==> config.mk <==
export PLATFORM = sky130hd
export DESIGN_NAME = rtu_frame_receiver
export DESIGN_NICKNAME = d
export VERILOG_FILES = /design/src/hw/rtl/rtu_pkg.sv /design/src/hw/rtl/rtu_frame_receiver.sv /design/src/hw/rtl/rtu_cfg_regs.sv /design/src/hw/rtl/rtu_frame_core.sv
export SDC_FILE = /design/constraint.sdc
export NUM_CORES = 1
export LEC_CHECK = 0
export ABC_AREA = 1
export BUFFER_PORTS_ARGS = -buffer_cell sky130_fd_sc_hd__buf_2
export CAP_MARGIN = 10
export CORE_MARGIN = 3
export CORE_UTILIZATION = 45
export DETAILED_ROUTE_END_ITERATION = 12
export PLACE_DENSITY = 0.59
export SYNTH_ARGS = -nofsm -noshare
export SYNTH_HDL_FRONTEND = slang
export SYNTH_SLANG_ARGS = --single-unit
==> constraint.sdc <==
create_clock -name clk -period 5.2 [get_ports clk]
set_input_delay 0.52 -clock clk [delete_from_list [all_inputs] [get_ports clk]]
set_output_delay 0.52 -clock clk [all_outputs]
set_load 0.02 [all_outputs]
==> src/hw/rtl/rtu_pkg.sv <==
// ----------------------------------------------------------------------------
// RTU receiver package
// Shared widths, codes, configuration record and the CRC-16 byte update.
// ----------------------------------------------------------------------------
`default_nettype none

package rtu_pkg;

  localparam int ReqW   = 3;
  localparam int ByteW  = 8;
  localparam int EventW = 3;
  localparam int LenW   = 9;
  localparam int TickW  = 16;
  localparam int CrcW   = 16;
  localparam int CfgAddrW = 2;
  localparam int CfgDataW = 16;

  localparam int MaxFrameDefault = 256;
  localparam int MinFrameDefault = 4;

  localparam logic [CrcW-1:0]  CrcInit  = 16'hFFFF;
  localparam logic [CrcW-1:0]  CrcPoly  = 16'hA001;
  localparam logic [TickW-1:0] TickMax  = 16'hFFFF;

  typedef enum logic [ReqW-1:0] {
    REQ_TICK  = 3'd0,
    REQ_BYTE  = 3'd1,
    REQ_ERROR = 3'd2,
    REQ_START = 3'd3,
    REQ_STOP  = 3'd4
  } req_e;

  typedef enum logic [EventW-1:0] {
    EV_NONE         = 3'd0,
    EV_GOOD         = 3'd1,
    EV_BAD          = 3'd2,
    EV_WAIT_TIMEOUT = 3'd3,
    EV_LINE_ERROR   = 3'd4
  } event_e;

  typedef enum logic [CfgAddrW-1:0] {
    CFG_GUARD_TICKS = 2'd0,
    CFG_WAIT_TICKS  = 2'd1,
    CFG_MASTER_MODE = 2'd2
  } cfg_addr_e;

  typedef enum logic [2:0] {
    PH_IDLE = 3'b001,
    PH_WAIT = 3'b010,
    PH_RECV = 3'b100
  } phase_t;

  typedef struct packed {
    logic [TickW-1:0] guard_ticks;
    logic [TickW-1:0] wait_ticks;
    logic             master_mode;
  } cfg_t;

  typedef struct packed {
    logic [EventW-1:0] event_res;
    logic [LenW-1:0]   frame_length;
    logic              busy_res;
  } result_t;

  // Reflected CRC-16, one byte, eight shift steps.
  function automatic logic [CrcW-1:0] crc_byte(input logic [CrcW-1:0] crc_in,
                                                input logic [ByteW-1:0] data);
    logic [CrcW-1:0] crc;
    crc = crc_in ^ {{(CrcW-ByteW){1'b0}}, data};
    for (int i = 0; i < 8; i++) begin
      if (crc[0]) begin
        crc = (crc >> 1) ^ CrcPoly;
      end else begin
        crc = crc >> 1;
      end
    end
    return crc;
  endfunction

endpackage

`default_nettype wire

==> src/hw/rtl/rtu_frame_receiver.sv <==
// ----------------------------------------------------------------------------
// RTU frame receiver
// Receive side of a serial RTU link: frame timing, byte count and CRC check.
// ----------------------------------------------------------------------------
// Usage:
//   Slave stream (s_*) carries requests from the line interface: tuser holds
//   the request (tick, byte, line error, start, stop), tdata the received byte.
//   Master stream (m_*) returns one result per request: tuser holds the event
//   (none, frame good, frame bad, wait timeout, line error), tdata the frame
//   length and the busy flag.
//   A result is offered on m_* from the output register: the frame update
//   runs while the request sits in the input register, and its result
//   lands in the output register when the request is taken. Throughput:
//   one item per cycle while m_tready is high, set by the combinational
//   frame update including a full byte of CRC-16.
//   Reset clears the frame state to idle, the registers to their defaults and
//   both stream stages to empty; s_tready stays low while reset is high.
//   When the receiver holds m_tready low the output register holds its item,
//   the input register fills, and then s_tready drops; nothing is lost.
//   Configuration writes on cfg_* take effect at the next edge; issue them
//   only while no item is in flight.
// ----------------------------------------------------------------------------
`default_nettype none

module rtu_frame_receiver #(
  parameter int MAX_FRAME = rtu_pkg::MaxFrameDefault,
  parameter int MIN_FRAME = rtu_pkg::MinFrameDefault
) (
  input  wire                          clk,
  input  wire                          rst,
  // configuration write port
  input  wire                          cfg_we,
  input  wire [rtu_pkg::CfgAddrW-1:0]  cfg_addr,
  input  wire [rtu_pkg::CfgDataW-1:0]  cfg_wdata,
  // request stream
  input  wire                          s_tvalid,
  output logic                         s_tready,
  input  wire [7:0]                    s_tdata,   // [7:0] data_byte
  input  wire [2:0]                    s_tuser,   // [2:0] req_type
  // result stream
  output logic                         m_tvalid,
  input  wire                          m_tready,
  output logic [15:0]                  m_tdata,   // [8:0] frame_length, [9] busy_res
  output logic [2:0]                   m_tuser    // [2:0] event_res
);
  import rtu_pkg::*;

  cfg_t              cfg;
  result_t           res;
  result_t           res_q;

  logic              in_valid;
  logic [ReqW-1:0]   req_q;
  logic [ByteW-1:0]  byte_q;
  logic              step;

  // Advance the held request when the output register is free or draining.
  assign step     = in_valid && (!m_tvalid || m_tready);
  assign s_tready = !rst && (!in_valid || step);

  rtu_cfg_regs u_cfg (
    .clk       (clk),
    .rst       (rst),
    .cfg_we    (cfg_we),
    .cfg_addr  (cfg_addr),
    .cfg_wdata (cfg_wdata),
    .cfg       (cfg)
  );

  rtu_frame_core #(
    .MAX_FRAME (MAX_FRAME),
    .MIN_FRAME (MIN_FRAME)
  ) u_core (
    .clk       (clk),
    .rst       (rst),
    .step      (step),
    .req_type  (req_q),
    .data_byte (byte_q),
    .cfg       (cfg),
    .res       (res)
  );

  // Input register: hold the request until the frame update takes it.
  always_ff @(posedge clk) begin
    if (rst) begin
      in_valid <= 1'b0;
    end else if (s_tready) begin
      in_valid <= s_tvalid;
    end
  end

  always_ff @(posedge clk) begin
    if (s_tvalid && s_tready) begin
      req_q  <= s_tuser[ReqW-1:0];
      byte_q <= s_tdata[ByteW-1:0];
    end
  end

  // Output register: hold the result until the receiver takes it.
  always_ff @(posedge clk) begin
    if (rst) begin
      m_tvalid <= 1'b0;
    end else if (step) begin
      m_tvalid <= 1'b1;
    end else if (m_tready) begin
      m_tvalid <= 1'b0;
    end
  end

  always_ff @(posedge clk) begin
    if (step) begin
      res_q <= res;
    end
  end

  assign m_tuser = res_q.event_res;
  assign m_tdata = {{(16-LenW-1){1'b0}}, res_q.busy_res, res_q.frame_length};

endmodule

`default_nettype wire

==> src/hw/rtl/rtu_cfg_regs.sv <==
// ----------------------------------------------------------------------------
// RTU receiver configuration registers
// Guard time, first-byte wait time and master/slave mode, written by index.
// ----------------------------------------------------------------------------
`default_nettype none

module rtu_cfg_regs (
  input  wire                          clk,
  input  wire                          rst,
  input  wire                          cfg_we,
  input  wire [rtu_pkg::CfgAddrW-1:0]  cfg_addr,
  input  wire [rtu_pkg::CfgDataW-1:0]  cfg_wdata,
  output rtu_pkg::cfg_t                cfg
);
  import rtu_pkg::*;

  always_ff @(posedge clk) begin
    if (rst) begin
      cfg.guard_ticks <= 16'd4;
      cfg.wait_ticks  <= 16'd1000;
      cfg.master_mode <= 1'b0;
    end else if (cfg_we) begin
      unique case (cfg_addr)
        CFG_GUARD_TICKS: cfg.guard_ticks <= cfg_wdata[TickW-1:0];
        CFG_WAIT_TICKS:  cfg.wait_ticks  <= cfg_wdata[TickW-1:0];
        CFG_MASTER_MODE: cfg.master_mode <= cfg_wdata[0];
        default: ;  // drop writes to unused indexes
      endcase
    end
  end

endmodule

`default_nettype wire

==> src/hw/rtl/rtu_frame_core.sv <==
// ----------------------------------------------------------------------------
// RTU receiver frame core
// Frame state (phase, byte count, silence count, CRC) and the per-item update.
// ----------------------------------------------------------------------------
`default_nettype none

module rtu_frame_core #(
  parameter int MAX_FRAME = rtu_pkg::MaxFrameDefault,
  parameter int MIN_FRAME = rtu_pkg::MinFrameDefault
) (
  input  wire                        clk,
  input  wire                        rst,
  input  wire                        step,
  input  wire [rtu_pkg::ReqW-1:0]    req_type,
  input  wire [rtu_pkg::ByteW-1:0]   data_byte,
  input  wire rtu_pkg::cfg_t         cfg,
  output rtu_pkg::result_t           res
);
  import rtu_pkg::*;

  localparam logic [LenW-1:0] MaxCount = LenW'(MAX_FRAME);
  localparam logic [LenW-1:0] MinCount = LenW'(MIN_FRAME);

  phase_t            phase, phase_next;
  logic [LenW-1:0]   byte_count, byte_count_next;
  logic [TickW-1:0]  quiet_ticks, quiet_ticks_next;
  logic [CrcW-1:0]   running_crc, running_crc_next;

  logic [TickW-1:0]  quiet_inc;
  logic              active;

  assign quiet_inc = (quiet_ticks == TickMax) ? quiet_ticks : quiet_ticks + 1'b1;
  assign active    = (phase == PH_WAIT) || (phase == PH_RECV);

  always_comb begin
    phase_next       = phase;
    byte_count_next  = byte_count;
    quiet_ticks_next = quiet_ticks;
    running_crc_next = running_crc;
    res.event_res    = EV_NONE;
    res.frame_length = '0;

    unique case (req_type)
      REQ_TICK: begin
        if (active) begin
          quiet_ticks_next = quiet_inc;
          if (phase == PH_WAIT) begin
            if (quiet_inc >= cfg.wait_ticks) begin
              res.event_res = EV_WAIT_TIMEOUT;
            end
          end else if (quiet_inc >= cfg.guard_ticks) begin
            res.frame_length = byte_count;
            res.event_res    = (byte_count >= MinCount && running_crc == '0) ?
                               EV_GOOD : EV_BAD;
          end
        end
      end
      REQ_BYTE: begin
        if (active) begin
          if (byte_count < MaxCount) begin
            byte_count_next  = byte_count + 1'b1;
            running_crc_next = crc_byte(running_crc, data_byte);
          end
          quiet_ticks_next = '0;
          phase_next       = PH_RECV;
        end
      end
      REQ_ERROR: begin
        if (active) begin
          res.frame_length = byte_count;
          res.event_res    = EV_LINE_ERROR;
        end
      end
      REQ_START: begin
        phase_next       = PH_WAIT;
        byte_count_next  = '0;
        quiet_ticks_next = '0;
        running_crc_next = CrcInit;
      end
      REQ_STOP: begin
        phase_next       = PH_IDLE;
        byte_count_next  = '0;
        quiet_ticks_next = '0;
        running_crc_next = CrcInit;
      end
      default: ;  // ignore unknown codes
    endcase

    // Any outcome ends the frame: re-arm in slave mode, go idle in master mode.
    if (res.event_res != EV_NONE) begin
      if (cfg.master_mode) begin
        phase_next = PH_IDLE;
      end else begin
        phase_next = PH_WAIT;
      end
      byte_count_next  = '0;
      quiet_ticks_next = '0;
      running_crc_next = CrcInit;
    end

    res.busy_res = (phase_next != PH_IDLE);
  end

  always_ff @(posedge clk) begin
    if (rst) begin
      phase       <= PH_IDLE;
      byte_count  <= '0;
      quiet_ticks <= '0;
      running_crc <= CrcInit;
    end else if (step) begin
      phase       <= phase_next;
      byte_count  <= byte_count_next;
      quiet_ticks <= quiet_ticks_next;
      running_crc <= running_crc_next;
    end
  end

endmodule

`default_nettype wire
Yosys cells after proc, flatten, opt, wreduce, memory -nomap -nowiden
Cells that the tools add are included.
W data, S select, Z words.
{ "totals": {"register_bits": 103, "input_bits": 34, "out_inout_bits": 21, "word_cells": 121} }
{ "classes": {"add_sub_neg": 2, "magnitude_cmp": 4, "eq_ne": 13, "muxes": 56, "bitwise_logic": 9, "n_reduce_logical": 23} }
{ "op_table": {"columns": ["cell", "count"], "rows": [
  ["$mux W16", 36],
  ["$pmux W16 S3", 1],
  ["$mux W12", 3],
  ["$mux W9", 4],
  ["$ge A16 B16 Y1", 2],
  ["$pmux W16 S2", 1],
  ["$not A2 Y3", 8],
  ["$pmux W12 S2", 1],
  ["$pmux W9 S2", 1],
  ["$add A16 B1 Y16 const B", 1],
  ["$eq A16 B16 Y1 const B", 1],
  ["$logic_not A16 Y1", 1],
  ["$xor A16 B8 Y16", 1],
  ["$ne A3 B1 Y1 const B", 4],
  ["$add A9 B1 Y9 const B", 1],
  ["$eq A3 B2 Y1 const B", 3],
  ["$ge A9 B3 Y1 const B", 1],
  ["$lt A9 B9 Y1 const B", 1],
  ["$mux W3", 3],
  ["$pmux W3 S3", 1],
  ["$reduce_and A4 Y1", 2],
  ["$eq A3 B3 Y1 const B", 2],
  ["$mux W2", 3],
  ["$reduce_and A2 Y1", 3],
  ["13 further kinds", 22]
]} }

Depth between registers and ports, before layout
{ "logic_depth": {"ltp_word": 42, "mapped_depth": 28, "mapped_depth_nobuf": 28} }

By module
From an unflattened synthesis, not the netlist that was laid out.
{ "hier_totals": {"hier_cells": 926, "hier_area_um2": 6357.3} }
{ "by_module_without_submodules": {"columns": ["module", "n_inst", "cells_per_inst", "area_each_um2", "seq_area_each_um2"], "rows": [
  ["rtu_frame_core", 1, 676, 4098.9, 880.8],
  ["rtu_cfg_regs", 1, 205, 1390.1, 660.6],
  ["rtu_frame_receiver", 1, 45, 868.3, 760.7]
]} }

Worst setup path after synthesis
Ideal clock, no wire load.
{ "synth_timing": {"path_type": "reg2reg", "start": "register u_core.quiet_ticks[3]", "end": "register res_q (netlist bit m_tdata[9]), data pin", "setup_time_ns": 0.266, "arrival_ns": 2.861, "required_ns": 4.934, "slack_ns": 2.073, "path_stages_with_launch": 22, "n_path_buf": 1, "period_less_slack_ns": 3.127, "path_cell_list": "dfxtp_1 inv_2 nor3_2 nand2_1 nor2_2 nand3_2 nor2_4 nand3_2 nand3_2 nor2_1 xor2_1 ha_1 nand4_1 nor3_1 nand3_1 nand4_1 nand3_2 nand3_1 inv_2 buf_6 nand2_1 nand3_1"} }
{ "synth_lines": {"columns": ["element", "line", "text"], "rows": [
  ["start: declaration", "rtu_frame_core.sv:26", "logic [TickW-1:0] quiet_ticks, quiet_ticks_next;"],
  ["start signal: assignment", "rtu_frame_core.sv:113", "quiet_ticks <= quiet_ticks_next;"],
  ["end signal: assignment", "rtu_frame_receiver.sv:112", "res_q <= res;"],
  ["end: declaration", "rtu_frame_receiver.sv:50", "result_t res_q;"]
]} }

Worst setup path after layout
{ "layout_timing": {"start": "register u_core.quiet_ticks[0]", "end": "register u_core.running_crc[6]"} }
{ "layout_via": {"elab_chain_len": 10, "word_cells_on_any_way": 16, "classes_between": "add/sub (1); order compare (2); eq/ne (3); mux (7); reduce/logical (3)"} }
{ "layout_lines": {"columns": ["element", "line", "text"], "rows": [
  ["$add A16 B1 Y16 / $eq A16 B16 Y1 (equally long branches)", "rtu_frame_core.sv:32", "assign quiet_inc = (quiet_ticks == TickMax) ? quiet_ticks : quiet_ticks + 1'b1;"],
  ["$mux W16 (*)", "rtu_frame_core.sv:32", null],
  ["$ge A16 B16 Y1, on equally long branches", "rtu_frame_core.sv:51, rtu_frame_core.sv:48", null],
  ["$mux W12 / $mux W2 (equally long branches)", "rtu_frame_core.sv:51, rtu_frame_core.sv:48", null],
  ["$mux W3 (*)", "rtu_frame_core.sv:47", "if (phase == PH_WAIT) begin"],
  ["$mux W12 (*)", "rtu_frame_core.sv:45", "if (active) begin"],
  ["$pmux W12 S2 (*)", "rtu_frame_core.sv:43", "unique case (req_type)"],
  ["$reduce_bool A3 Y1 (*)", "rtu_frame_core.sv:90", "if (res.event_res != EV_NONE) begin"],
  ["$ne A3 B1 Y1 (no line) / $reduce_bool A3 Y1 (equally long branches)", null, null],
  ["$reduce_and A4 Y1 (no line)", null, null],
  ["end signal: assignment", "rtu_frame_core.sv:109", "running_crc <= CrcInit;"],
  ["end signal: assignment", "rtu_frame_core.sv:114", "running_crc <= running_crc_next;"],
  ["end: declaration", "rtu_frame_core.sv:27", "logic [CrcW-1:0] running_crc, running_crc_next;"]
]} }
Every way passes the cells marked *; elsewhere a longest branch is shown, timed or not.
A chain may end at the register's enable or synchronous reset.

==> metrics.yaml <==
rsz0062_at_grt: "false"
cts.htree.levels: 3
p_switching_mw: 0.512
status: "finished clean"
cp.arrival_ns: 4.15
fill_cells: 1263
swShare_pct: 27.3
path_clk_slew_ns: 0.07
p_comb_share_pct: 14.6
num_vias: 5129
drtPass1Iterations: 5
cts.repair.resized: 0
start_util_pct: 46.5
die_area_um2: 14600
cts-root-buf: "clkbuf_16"
synth_top_family_by_area: "simple AND/OR/NAND/NOR gates"
synthArstFlopShare_pct: 0
synthMuxAreaShare_pct: 0
synthAdderAreaFrac_pct: 7.38
place_congestion: 0.824
synth_compound_area_share_pct: 11.7
hp-class: "in -> reg"
io_pins: 55
power.leakage_nw: 3.05
dp_hpwl_um: 10100
remaining_drc_errors: 0
tightest_slew_ns: 1.03
finalWirelength_um: 13700
critPathSlowestCell: "dfxtp_1"
setup_viol: 0
grt_max_degree: 74
slowest_delay_ns: 0.39
syn-cell-area_um2: 5940
drv_cap: 0
fin_crit_sh_pct: 75.7
crit_path_end_kind: "flip-flop"
final_nets: 903
path_cells: "ha_1 > nand2_1 > nor2_2 > nand3_2 > nor2_4 > nand3_2 > nand3_2 > nor2_1 > xor2_1 > ha_1 > nand4_1 > nor3_1 > nand3_1 > nand4_1 > nand3_2 > nand4_4 > nand3_4 > nand2_1 > nand3_1"
grtUsageTotal_pct: 19.7
crit_top_cell: "nand3_2"
ys_ff_latch: 103
ctsHoldBuffers: 0
power_density_nw_per_um2: 287
avgSynthCellArea_um2: 7.41
yosys_warnings: 0
postRouteAntennaNets: 0
diodes: 0
criticalPathCategory: "reg -> reg"
wl_per_cell_um: 13.5
antenna_found_initial: 0
grt_first_pass_wirelength_um: 23200
yosys.area_share.simple_pct: 28.2
max_freq_mhz: 254
synth_flop_cell: "dfxtp_1"
drv_slew: 0
drive_gt1_share_pct: 12.0
numCtsBuffers: 9
clock_path_buffers: 2
postCtsSetupRepairBufs: 0
synth-seq-area-share_pct: 38.8
cts_sinks: 103
path_buf_inv: 0
die_w_um: 121
slew_headroom_pct: 30.9
clock_latency_ns: 0.36
syn2layout_area_growth_pct: 10.1
first_iter_violations: 283
cts_tree: "done"
num_rows: 41
synth-edff-count: 24
fp.dieH_um: 121
tns_ns: 0
vias_per_cell: 5.07
post-route-min-period_ns: 3.93
synthXorXnorAreaFrac_pct: 3.54
clock_power_share_pct: 38.5
p_seq_share_pct: 46.9
peakVddDrop_mv: 0.167
final_hold_viol_count: 0
hold_slack_ns: 0.331
grt_pass1_vias: 4912
crit_required_ns: 5.42
synthCells: 801
yosysUniqueCellTypes: 40
port_buffers: 48
cp_top_family: "simple AND/OR/NAND/NOR gates"
grt_overflow: 0
core_area_um2: 12800
finClkSkew_ns: 0.00803
worstPathMaxFanout: 33
cp-start-kind: "flip-flop"
internal_power_mw: 1.36
-- per-stage QoR --
step	instances	util [%]	power (mW)	setup slack (ns)	instance area, µm²
2_1_floorplan	806	-	1.11	2.07	5960
3_3_place_gp	995	48.7	1.17	1.34	6220
3_5_place_dp	995	48.7	1.17	1.26	6220
4_1_cts	1011	51.2	1.90	1.24	6540
5_1_grt	1011	51.2	1.97	0.876	6540
6_report	1011	51.2	1.88	1.27	6540
-- path summary, 6_finish.rpt --
path	depth (start not counted)	end	slack [ns]	start
setup / recovery	19	u_core.running_crc[6]	1.27	u_core.quiet_ticks[0]
hold / removal	1	req_q[1]	0.33	s_tuser[1]
setup reg to reg	19	u_core.running_crc[6]	1.27	u_core.quiet_ticks[0]
hold reg to reg	2	u_cfg.cfg[23]	0.47	u_cfg.cfg[23]
-- cell families (layout without fill, tap and decap cells) --
logic type / Yosys count / after routing
buffers and inverters: 140 / 173
DFF: 103 / 103
xor gates and xnor gates: 24 / 24
adders and majority gates: 35 / 35
and+or+nand+nor: 371 / 371
AOI/OAI and AO/OA: 127 / 127
other: 1 / 6
-- Yosys cell counts, drive strengths merged, types with 14 or more instances --
cell type	instances	area [µm²]
clkbuf	17	63.8
nand3	42	253
xor2	14	123
nand4	28	190
buf	16	141
dfxtp	79	1580
ha	35	438
nor3	18	126
edfxtp	24	721
nor2	101	397
inv	106	403
a21oi	62	333
nand2	179	689
o21ai	53	265
-- cell type report --
cell class,count,area [µm²],area share [%]
multi-input cells,563,3040,46.5
flip-flops and latches,103,2300,35.2
inverters,107,407,6.22
clock buffers,11,264,4.04
repair buffers,50,255,3.90
well taps,172,215,3.29
clock inverters,5,53.8,0.823
-- per-layer routing --
metal | GRT usage, % | part of all wire (%)
met5 | 0 | 0
met1 | 24.8 | 45
met3 | 4.29 | 3.4
met4 | 7.51 | 1.8
met2 | 33.1 | 49
-- cell usage in the layout, fill, tap and decap left out, types with 2 or more instances in the layout --
cell type / instances
edfxtp_1: 24
nor3_1: 12
nand3_1: 35
nand2_2: 4
o21bai_1: 2
clkbuf_16: 10
conb_1: 6
nand3_2: 6
clkinv_1: 3
buf_4: 2
dfxtp_1: 79
xnor2_1: 10
xor2_1: 14
ha_1: 35
inv_1: 99
nor2_1: 96
inv_2: 5
nand2_1: 174
nand4_1: 27
nand3b_1: 2
clkinvlp_4: 2
o21ai_0: 53
buf_2: 48
o211ai_1: 7
nor3_2: 5
a21oi_1: 58
a21oi_2: 3
nor2_2: 4
-- power by group through the flow --
stage	Clock (mW)	Sequential (mW)	Combinational, mW
final	0.722	0.881	0.274
after global routing	0.770	0.885	0.318
after CTS	0.738	0.880	0.277
after detailed placement	0	0.899	0.275
after global placement	0	0.898	0.269
after floorplan	0	0.898	0.209
-- sequential cells by signal (all words and copies together) (netlist names), 3 cells and up --
signal / flops
u_cfg.cfg: 33
u_core.quiet_ticks: 16
u_core.running_crc: 16
m_tdata: 10
u_core.byte_count: 9
byte_q: 8
m_tuser: 3
req_q: 3
u_core.phase: 3
No activity file was read; power rests on OpenSTA's default activity.
